### src/hw/rtl/zzso_pkg.sv
// Types and constants for the zigzag scan order generator.
`timescale 1ns / 1ps
package zzso_pkg;

  localparam int IDX_W   = 6;   // row and column index width
  localparam int DIM_W   = 7;   // rows and cols register width
  localparam int COUNT_W = 13;  // order number width
  localparam int CFG_IDX_W = 2;
  localparam int CFG_DATA_W = 7;
  localparam int INDEX_LIMIT = 64;

  localparam logic [CFG_IDX_W-1:0] REG_ROWS       = 2'd0;
  localparam logic [CFG_IDX_W-1:0] REG_COLS       = 2'd1;
  localparam logic [CFG_IDX_W-1:0] REG_FIRST_DOWN = 2'd2;

  localparam logic [DIM_W-1:0] ROWS_RESET = 7'd8;
  localparam logic [DIM_W-1:0] COLS_RESET = 7'd8;

  // Effective configuration handed to the step logic.
  typedef struct packed {
    logic [DIM_W-1:0]   rows;
    logic [DIM_W-1:0]   cols;
    logic [COUNT_W-1:0] total;
    logic               first_down;
  } cfg_t;

  // Scan position and progress.
  typedef struct packed {
    logic [IDX_W-1:0]   row;
    logic [IDX_W-1:0]   col;
    logic               up_right;
    logic [COUNT_W-1:0] count;
    logic               active;
  } scan_t;

endpackage

### src/hw/rtl/zigzag_scan_order.sv
// Top level of the zigzag scan order generator.
`timescale 1ns / 1ps
//
//  channel  dir  beat contents
//  -------  ---  ---------------------------------------------------------
//  s_*      in   tdata[0] restart (1 restart at (0,0), 0 advance)
//  m_*      out  tdata row[5:0] col[11:6] order[24:12], tlast final cell
//  cfg_*    in   write: index 0 rows, 1 cols, 2 first_step_down
//
//  One beat per cycle while the m_ side takes results; a result passes
//  through the input register, then the result register.
//  The scan state is updated as a beat leaves the input register.
//  rst is synchronous, active high; it clears both stages and the scan
//  state and loads rows = cols = 8, first move right. No clearing pass.
//  A stalled m_ side holds its result; one more input beat is taken into
//  the input register, then s_tready drops until the result is taken.
//
module zigzag_scan_order #(
  parameter int MAX_DIM = 64
) (
  input  logic                              clk,
  input  logic                              rst,
  // configuration write port
  input  logic                              cfg_we,
  input  logic [zzso_pkg::CFG_IDX_W-1:0]    cfg_index,
  input  logic [zzso_pkg::CFG_DATA_W-1:0]   cfg_data,
  // input stream
  input  logic                              s_tvalid,
  output logic                              s_tready,
  input  logic [7:0]                        s_tdata,   // [0] restart, [7:1] zero
  // result stream
  output logic                              m_tvalid,
  input  logic                              m_tready,
  output logic [31:0]                       m_tdata,   // row, col, order, zero
  output logic                              m_tlast    // last cell of scan
);
  import zzso_pkg::*;

  cfg_t  cfg;
  scan_t scan;
  scan_t scan_next;
  logic  emit;
  logic  is_last;

  // input register
  logic in_v;
  logic in_restart;

  // result register
  logic               out_v;
  logic [IDX_W-1:0]   out_row;
  logic [IDX_W-1:0]   out_col;
  logic [COUNT_W-1:0] out_order;
  logic               out_last;

  logic advance;
  logic fire;

  zzso_cfg #(.MAX_DIM(MAX_DIM)) u_cfg (
    .clk       (clk),
    .rst       (rst),
    .cfg_we    (cfg_we),
    .cfg_index (cfg_index),
    .cfg_data  (cfg_data),
    .cfg       (cfg)
  );

  zzso_step u_step (
    .cfg     (cfg),
    .cur     (scan),
    .restart (in_restart),
    .nxt     (scan_next),
    .emit    (emit),
    .last    (is_last)
  );

  // Result register can take a new value when empty or being drained.
  assign advance  = ~out_v | m_tready;
  assign fire     = in_v & advance;
  assign s_tready = ~in_v | advance;

  // Hold the accepted beat until the step logic consumes it.
  always_ff @(posedge clk) begin
    if (rst) begin
      in_v <= 1'b0;
    end else if (s_tready) begin
      in_v <= s_tvalid;
    end
  end

  always_ff @(posedge clk) begin
    if (s_tvalid && s_tready) begin
      in_restart <= s_tdata[0];
    end
  end

  // Advance the scan state once per consumed beat.
  always_ff @(posedge clk) begin
    if (rst) begin
      scan <= '0;
    end else if (fire) begin
      scan <= scan_next;
    end
  end

  // Drop beats that produce no result (advance while idle).
  always_ff @(posedge clk) begin
    if (rst) begin
      out_v <= 1'b0;
    end else if (advance) begin
      out_v <= fire & emit;
    end
  end

  always_ff @(posedge clk) begin
    if (fire && emit) begin
      out_row   <= scan_next.row;
      out_col   <= scan_next.col;
      out_order <= scan_next.count;
      out_last  <= is_last;
    end
  end

  assign m_tvalid = out_v;
  assign m_tdata  = {7'd0, out_order, out_col, out_row};
  assign m_tlast  = out_last;

endmodule

### src/hw/rtl/zzso_cfg.sv
// Configuration registers with dimension clamping and cell total.
`timescale 1ns / 1ps
module zzso_cfg #(
  parameter int MAX_DIM = 64
) (
  input  logic                              clk,
  input  logic                              rst,
  input  logic                              cfg_we,
  input  logic [zzso_pkg::CFG_IDX_W-1:0]    cfg_index,
  input  logic [zzso_pkg::CFG_DATA_W-1:0]   cfg_data,
  output zzso_pkg::cfg_t                    cfg
);
  import zzso_pkg::*;

  localparam int DIM_LIMIT = (MAX_DIM < INDEX_LIMIT) ? MAX_DIM : INDEX_LIMIT;
  localparam logic [DIM_W-1:0] LIM = DIM_W'(DIM_LIMIT);

  logic [DIM_W-1:0] rows;
  logic [DIM_W-1:0] cols;
  logic             first_down;
  logic [DIM_W-1:0] rows_eff;
  logic [DIM_W-1:0] cols_eff;
  logic [2*DIM_W-1:0] prod;

  always_ff @(posedge clk) begin
    if (rst) begin
      rows       <= ROWS_RESET;
      cols       <= COLS_RESET;
      first_down <= 1'b0;
    end else if (cfg_we) begin
      unique case (cfg_index)
        REG_ROWS:       rows       <= cfg_data[DIM_W-1:0];
        REG_COLS:       cols       <= cfg_data[DIM_W-1:0];
        REG_FIRST_DOWN: first_down <= cfg_data[0];
        default: ;
      endcase
    end
  end

  // Clamp to 1..limit.
  always_comb begin
    rows_eff = (rows == '0) ? DIM_W'(1) : ((rows > LIM) ? LIM : rows);
    cols_eff = (cols == '0) ? DIM_W'(1) : ((cols > LIM) ? LIM : cols);
    prod     = (2*DIM_W)'(rows_eff) * (2*DIM_W)'(cols_eff);
  end

  assign cfg.rows       = rows_eff;
  assign cfg.cols       = cols_eff;
  assign cfg.total      = prod[COUNT_W-1:0];
  assign cfg.first_down = first_down;

endmodule

### src/hw/rtl/zzso_step.sv
// Next-cell logic of the diagonal scan.
`timescale 1ns / 1ps
module zzso_step (
  input  zzso_pkg::cfg_t   cfg,
  input  zzso_pkg::scan_t  cur,
  input  logic             restart,
  output zzso_pkg::scan_t  nxt,
  output logic             emit,
  output logic             last
);
  import zzso_pkg::*;

  logic [DIM_W-1:0] col_p1;
  logic [DIM_W-1:0] row_p1;

  always_comb begin
    col_p1 = {1'b0, cur.col} + DIM_W'(1);
    row_p1 = {1'b0, cur.row} + DIM_W'(1);
    nxt    = cur;
    emit   = 1'b1;
    if (restart) begin
      nxt.row      = '0;
      nxt.col      = '0;
      nxt.up_right = ~cfg.first_down;
      nxt.count    = COUNT_W'(1);
    end else if (!cur.active) begin
      emit = 1'b0;
    end else begin
      if (cur.up_right) begin
        if (col_p1 >= cfg.cols) begin
          nxt.row      = cur.row + IDX_W'(1);
          nxt.up_right = 1'b0;
        end else if (cur.row == '0) begin
          nxt.col      = cur.col + IDX_W'(1);
          nxt.up_right = 1'b0;
        end else begin
          nxt.row = cur.row - IDX_W'(1);
          nxt.col = cur.col + IDX_W'(1);
        end
      end else begin
        if (row_p1 >= cfg.rows) begin
          nxt.col      = cur.col + IDX_W'(1);
          nxt.up_right = 1'b1;
        end else if (cur.col == '0) begin
          nxt.row      = cur.row + IDX_W'(1);
          nxt.up_right = 1'b1;
        end else begin
          nxt.row = cur.row + IDX_W'(1);
          nxt.col = cur.col - IDX_W'(1);
        end
      end
      nxt.count = cur.count + COUNT_W'(1);
    end
    last = nxt.count >= cfg.total;
    if (emit) begin
      nxt.active = ~last;
    end
  end

endmodule

### config.mk
export PLATFORM = sky130hd
export DESIGN_NAME = zigzag_scan_order
export DESIGN_NICKNAME = d
export VERILOG_FILES = /design/src/hw/rtl/zzso_pkg.sv /design/src/hw/rtl/zigzag_scan_order.sv /design/src/hw/rtl/zzso_cfg.sv /design/src/hw/rtl/zzso_step.sv
export SDC_FILE = /design/constraint.sdc
export NUM_CORES = 1
export LEC_CHECK = 0
export BUFFER_PORTS_ARGS = -buffer_cell sky130_fd_sc_hd__buf_4
export CORE_ASPECT_RATIO = 1.5
export CORE_MARGIN = 2
export CORE_UTILIZATION = 55
export CTS_BUF_LIST = sky130_fd_sc_hd__clkbuf_16
export CTS_CLUSTER_DIAMETER = 120
export DETAILED_ROUTE_END_ITERATION = 10
export PLACE_DENSITY = 0.75
export SYNTH_ARGS = -nofsm -noshare
export SYNTH_HDL_FRONTEND = slang
export SYNTH_SLANG_ARGS = --single-unit
### constraint.sdc
create_clock -name clk -period 7.4 [get_ports clk]
set_input_delay 0.74 -clock clk [delete_from_list [all_inputs] [get_ports clk]]
set_output_delay 0.74 -clock clk [all_outputs]
set_load 0.02 [all_outputs]
==> results.toml <==
[clock_tree]
path_clk_slew_ns = 0.06
cts_buffer_depth = 2
ctsResizeCount = 0
cts_buffers = 9
htreeDepth = 3
cts_tree = "done"
cts_root_buf = "clkbuf_16"
hold_buffers = 0
cts_setup_buffers = 0
clk-insertion-delay-late_ns = 0.34
cts_sinks = 71

[placement]
port_buffers = 42
dp_slack_ns = 1.14
dp_hpwl_mm = 11.1
routabilityCongestion = 0.877

[floorplan]
start_util = 0.569
boundaryPins = 57
die_y_um = 133
core_um2 = 10600
die_w_um = 89.7
rows = 46
die-area_um2 = 11900

[synth]
synth_top_area_share = 0.145
synthSimpleGateAreaFrac = 0.200
synth_top_family_by_area = "adder cells"
synth-edff-count = 27
syn_area_per_cell_um2 = 8.54
synthDistinctLibCells = 66
ys_seq_area_frac = 0.279
ys_warn_count = 0
synth-seq-cells = 71
synth_compound_area_frac = 0.159
synth_mux_area_frac = 0.0384
ys_async_sr_fraction = 0
synthTopCellsByArea = "dfxtp_1 15%, edfxtp_1 13%, ha_1 13%, fa_1 7.6%, nor2_1 5.6%"
netlist_instances = 709
yosysTopAreaCell = "dfxtp_1"
synth_area_um2 = 6060
synth_xor_area_frac = 0.0492
yosys.area_share.adder = 0.208
synth_ff_type = "dfxtp_1"

[cells_and_area]
fillers = 925
antenna_cells = 0
drive_gt1_frac = 0.101
layout_commonest_cell = "nor2_1"
area_growth_pct = 10.9
final_cell_mix = "90 x nor2_1, 64 x ha_1, 61 x nand2_1"
nets = 843

[timing]
hold_violations = 0
setup-tns-final_ns = 0
fin_crit_ns = 6.36
report.final.slew_viol_count = 0
setup_viol = 0
finalCritPeriodShare = 0.859
finalWorstSetupSlack_ns = 1.04
max_freq_mhz = 157
worstMarginPinSlew_ns = 1.03
skew_ns = 0.00755
slew_headroom = 0.311
rsz0062_at_grt = "no"

[grt]
grt_max_degree = 42
grt_pass1_wl_mm = 24.9
grt_usage = 0.264
grt_pass1_vias = 5358
antenna_found_initial = 0
grt_overflow = 0

[worst_setup_path]
critPathKind = "reg -> reg"
critPathBufInv = 5
cp_top_family = "adder cells"
max_stage_delay_ns = 0.55
worst-path-max-fanout = 9
required_ns = 7.66
worst_path_max_delay_cell = "fa_1"
arrival_ns = 6.61
critical_path.cell_chain = "clkinv_1, o21ai_0, inv_1, nand2_1, fa_1, fa_1, inv_1, fa_1, inv_1, fa_1, inv_1, ha_1, and3_1, a21oi_1, a31oi_1, a31oi_1, xnor2_1, ha_1, a211oi_1, nand3_1, a21oi_1, a21oi_1, a211oi_1"
startpoint_type = "register"
crit_path_end_kind = "register"

[drt]
via_per_inst = 6.08
drtAntennaViolNets = 0
drc = 0
dr.pass1.iters = 5
routedWlPerCell_um = 16.8
dr.first_iter.drc_count = 364
finalWirelength_mm = 14.9
num_vias = 5369

[power_and_ir_drop]
p_leak_nw = 2.89
total_power_uw = 976
p_clk_frac = 0.422
power_frac_comb = 0.146
internal_power_uw = 694
power_density_nw_per_um2 = 145
pwr-share-seq = 0.432
ir_drop_v = 0.000106
swShare = 0.289
p_switching_uw = 282

[status]
status = "finished, final reports clean"

[min_path]
holdCritPathClass = "reg -> reg"

[job]
cap_violations = 0
## routing by layer
| metal | vias up | global-route usage | routed length (um) |
|---|---|---|---|
| met3 | 53 | 0.0368 | 749 |
| met4 | 0 | 0.143 | 653 |
| met2 | 198 | 0.444 | 7660 |
| met5 | - | 0 | 0 |
| li1 | 2549 | - | - |
| met1 | 2569 | 0.314 | 5820 |
## synth_stat cells, types with 8 or more instances
library cell,count
nand2_1,61
inv_1,56
o21ai_0,24
a21oi_1,36
dfxtp_1,44
xnor2_1,18
buf_1,10
edfxtp_1,27
nor2_1,90
xor2_1,16
o32ai_1,10
a31oi_1,9
or3_1,8
fa_1,23
nor2b_1,10
nand3_1,22
clkbuf_1,19
ha_1,64
mux2i_1,21
nor3_1,19
and3_1,10
## sequential cells by signal, indices dropped and copies added (netlist names), 6 cells and up
register	flops
scan	27
out_order	13
out_row	6
u_cfg.rows	7
out_col	6
u_cfg.cols	7
## per-stage QoR
stage / instances / hold WS, ns / cell area [um^2] / util
after global routing: 883 / 0.531 / 6720 / 0.631
after global placement: 867 / 0.469 / 6440 / 0.605
after CTS: 883 / 0.502 / 6720 / 0.631
after floorplan: 715 / 0.454 / 6080 / -
after detailed placement: 867 / 0.490 / 6440 / 0.605
final: 883 / 0.502 / 6720 / 0.631
## final timing paths
kind                                     from       to  slack, ns  cells past startpoint
worst max-delay path            u_cfg.rows[6]  scan[0]       1.04                     23
worst min-delay path                  scan[8]  scan[8]       0.50                      2
worst max register to register  u_cfg.rows[6]  scan[0]       1.04                     23
worst min register to register        scan[8]  scan[8]       0.50                      2
## tightest hold or removal path, stage by stage (launching register included)
cell and delay (ns):
dfxtp_1 0.33, nand2_1 0.06, a21oi_1 0.06
## area by class of cell
class	count	area (um^2)	area share
flip-flops and latches	71	1690	0.252
multi-input cells	547	4000	0.595
clock inverters	7	53.8	0.00801
clock buffers	9	225	0.0335
well taps	144	180	0.0268
inverters	58	218	0.0324
repair buffers	47	353	0.0525
## power by group through the flow
stage	Combinational [mW]	Clock, mW	Sequential, mW
floorplan	0.0949	0	0.435
global placement	0.136	0	0.430
detailed placement	0.140	0	0.430
CTS	0.141	0.419	0.422
global route	0.157	0.436	0.423
finish	0.142	0.412	0.422
## kinds of logic (layout without fill, tap and decap cells)
group | count (synthesis) | count (layout)
fa+ha+maj | 87 | 87
simple gates | 256 | 256
other cells | 1 | 7
flops | 71 | 71
buf+inv | 97 | 121
xor+xnor | 34 | 34
mux | 23 | 23
compound gates | 140 | 140
Note: power is estimated with default switching activity, not from simulation.
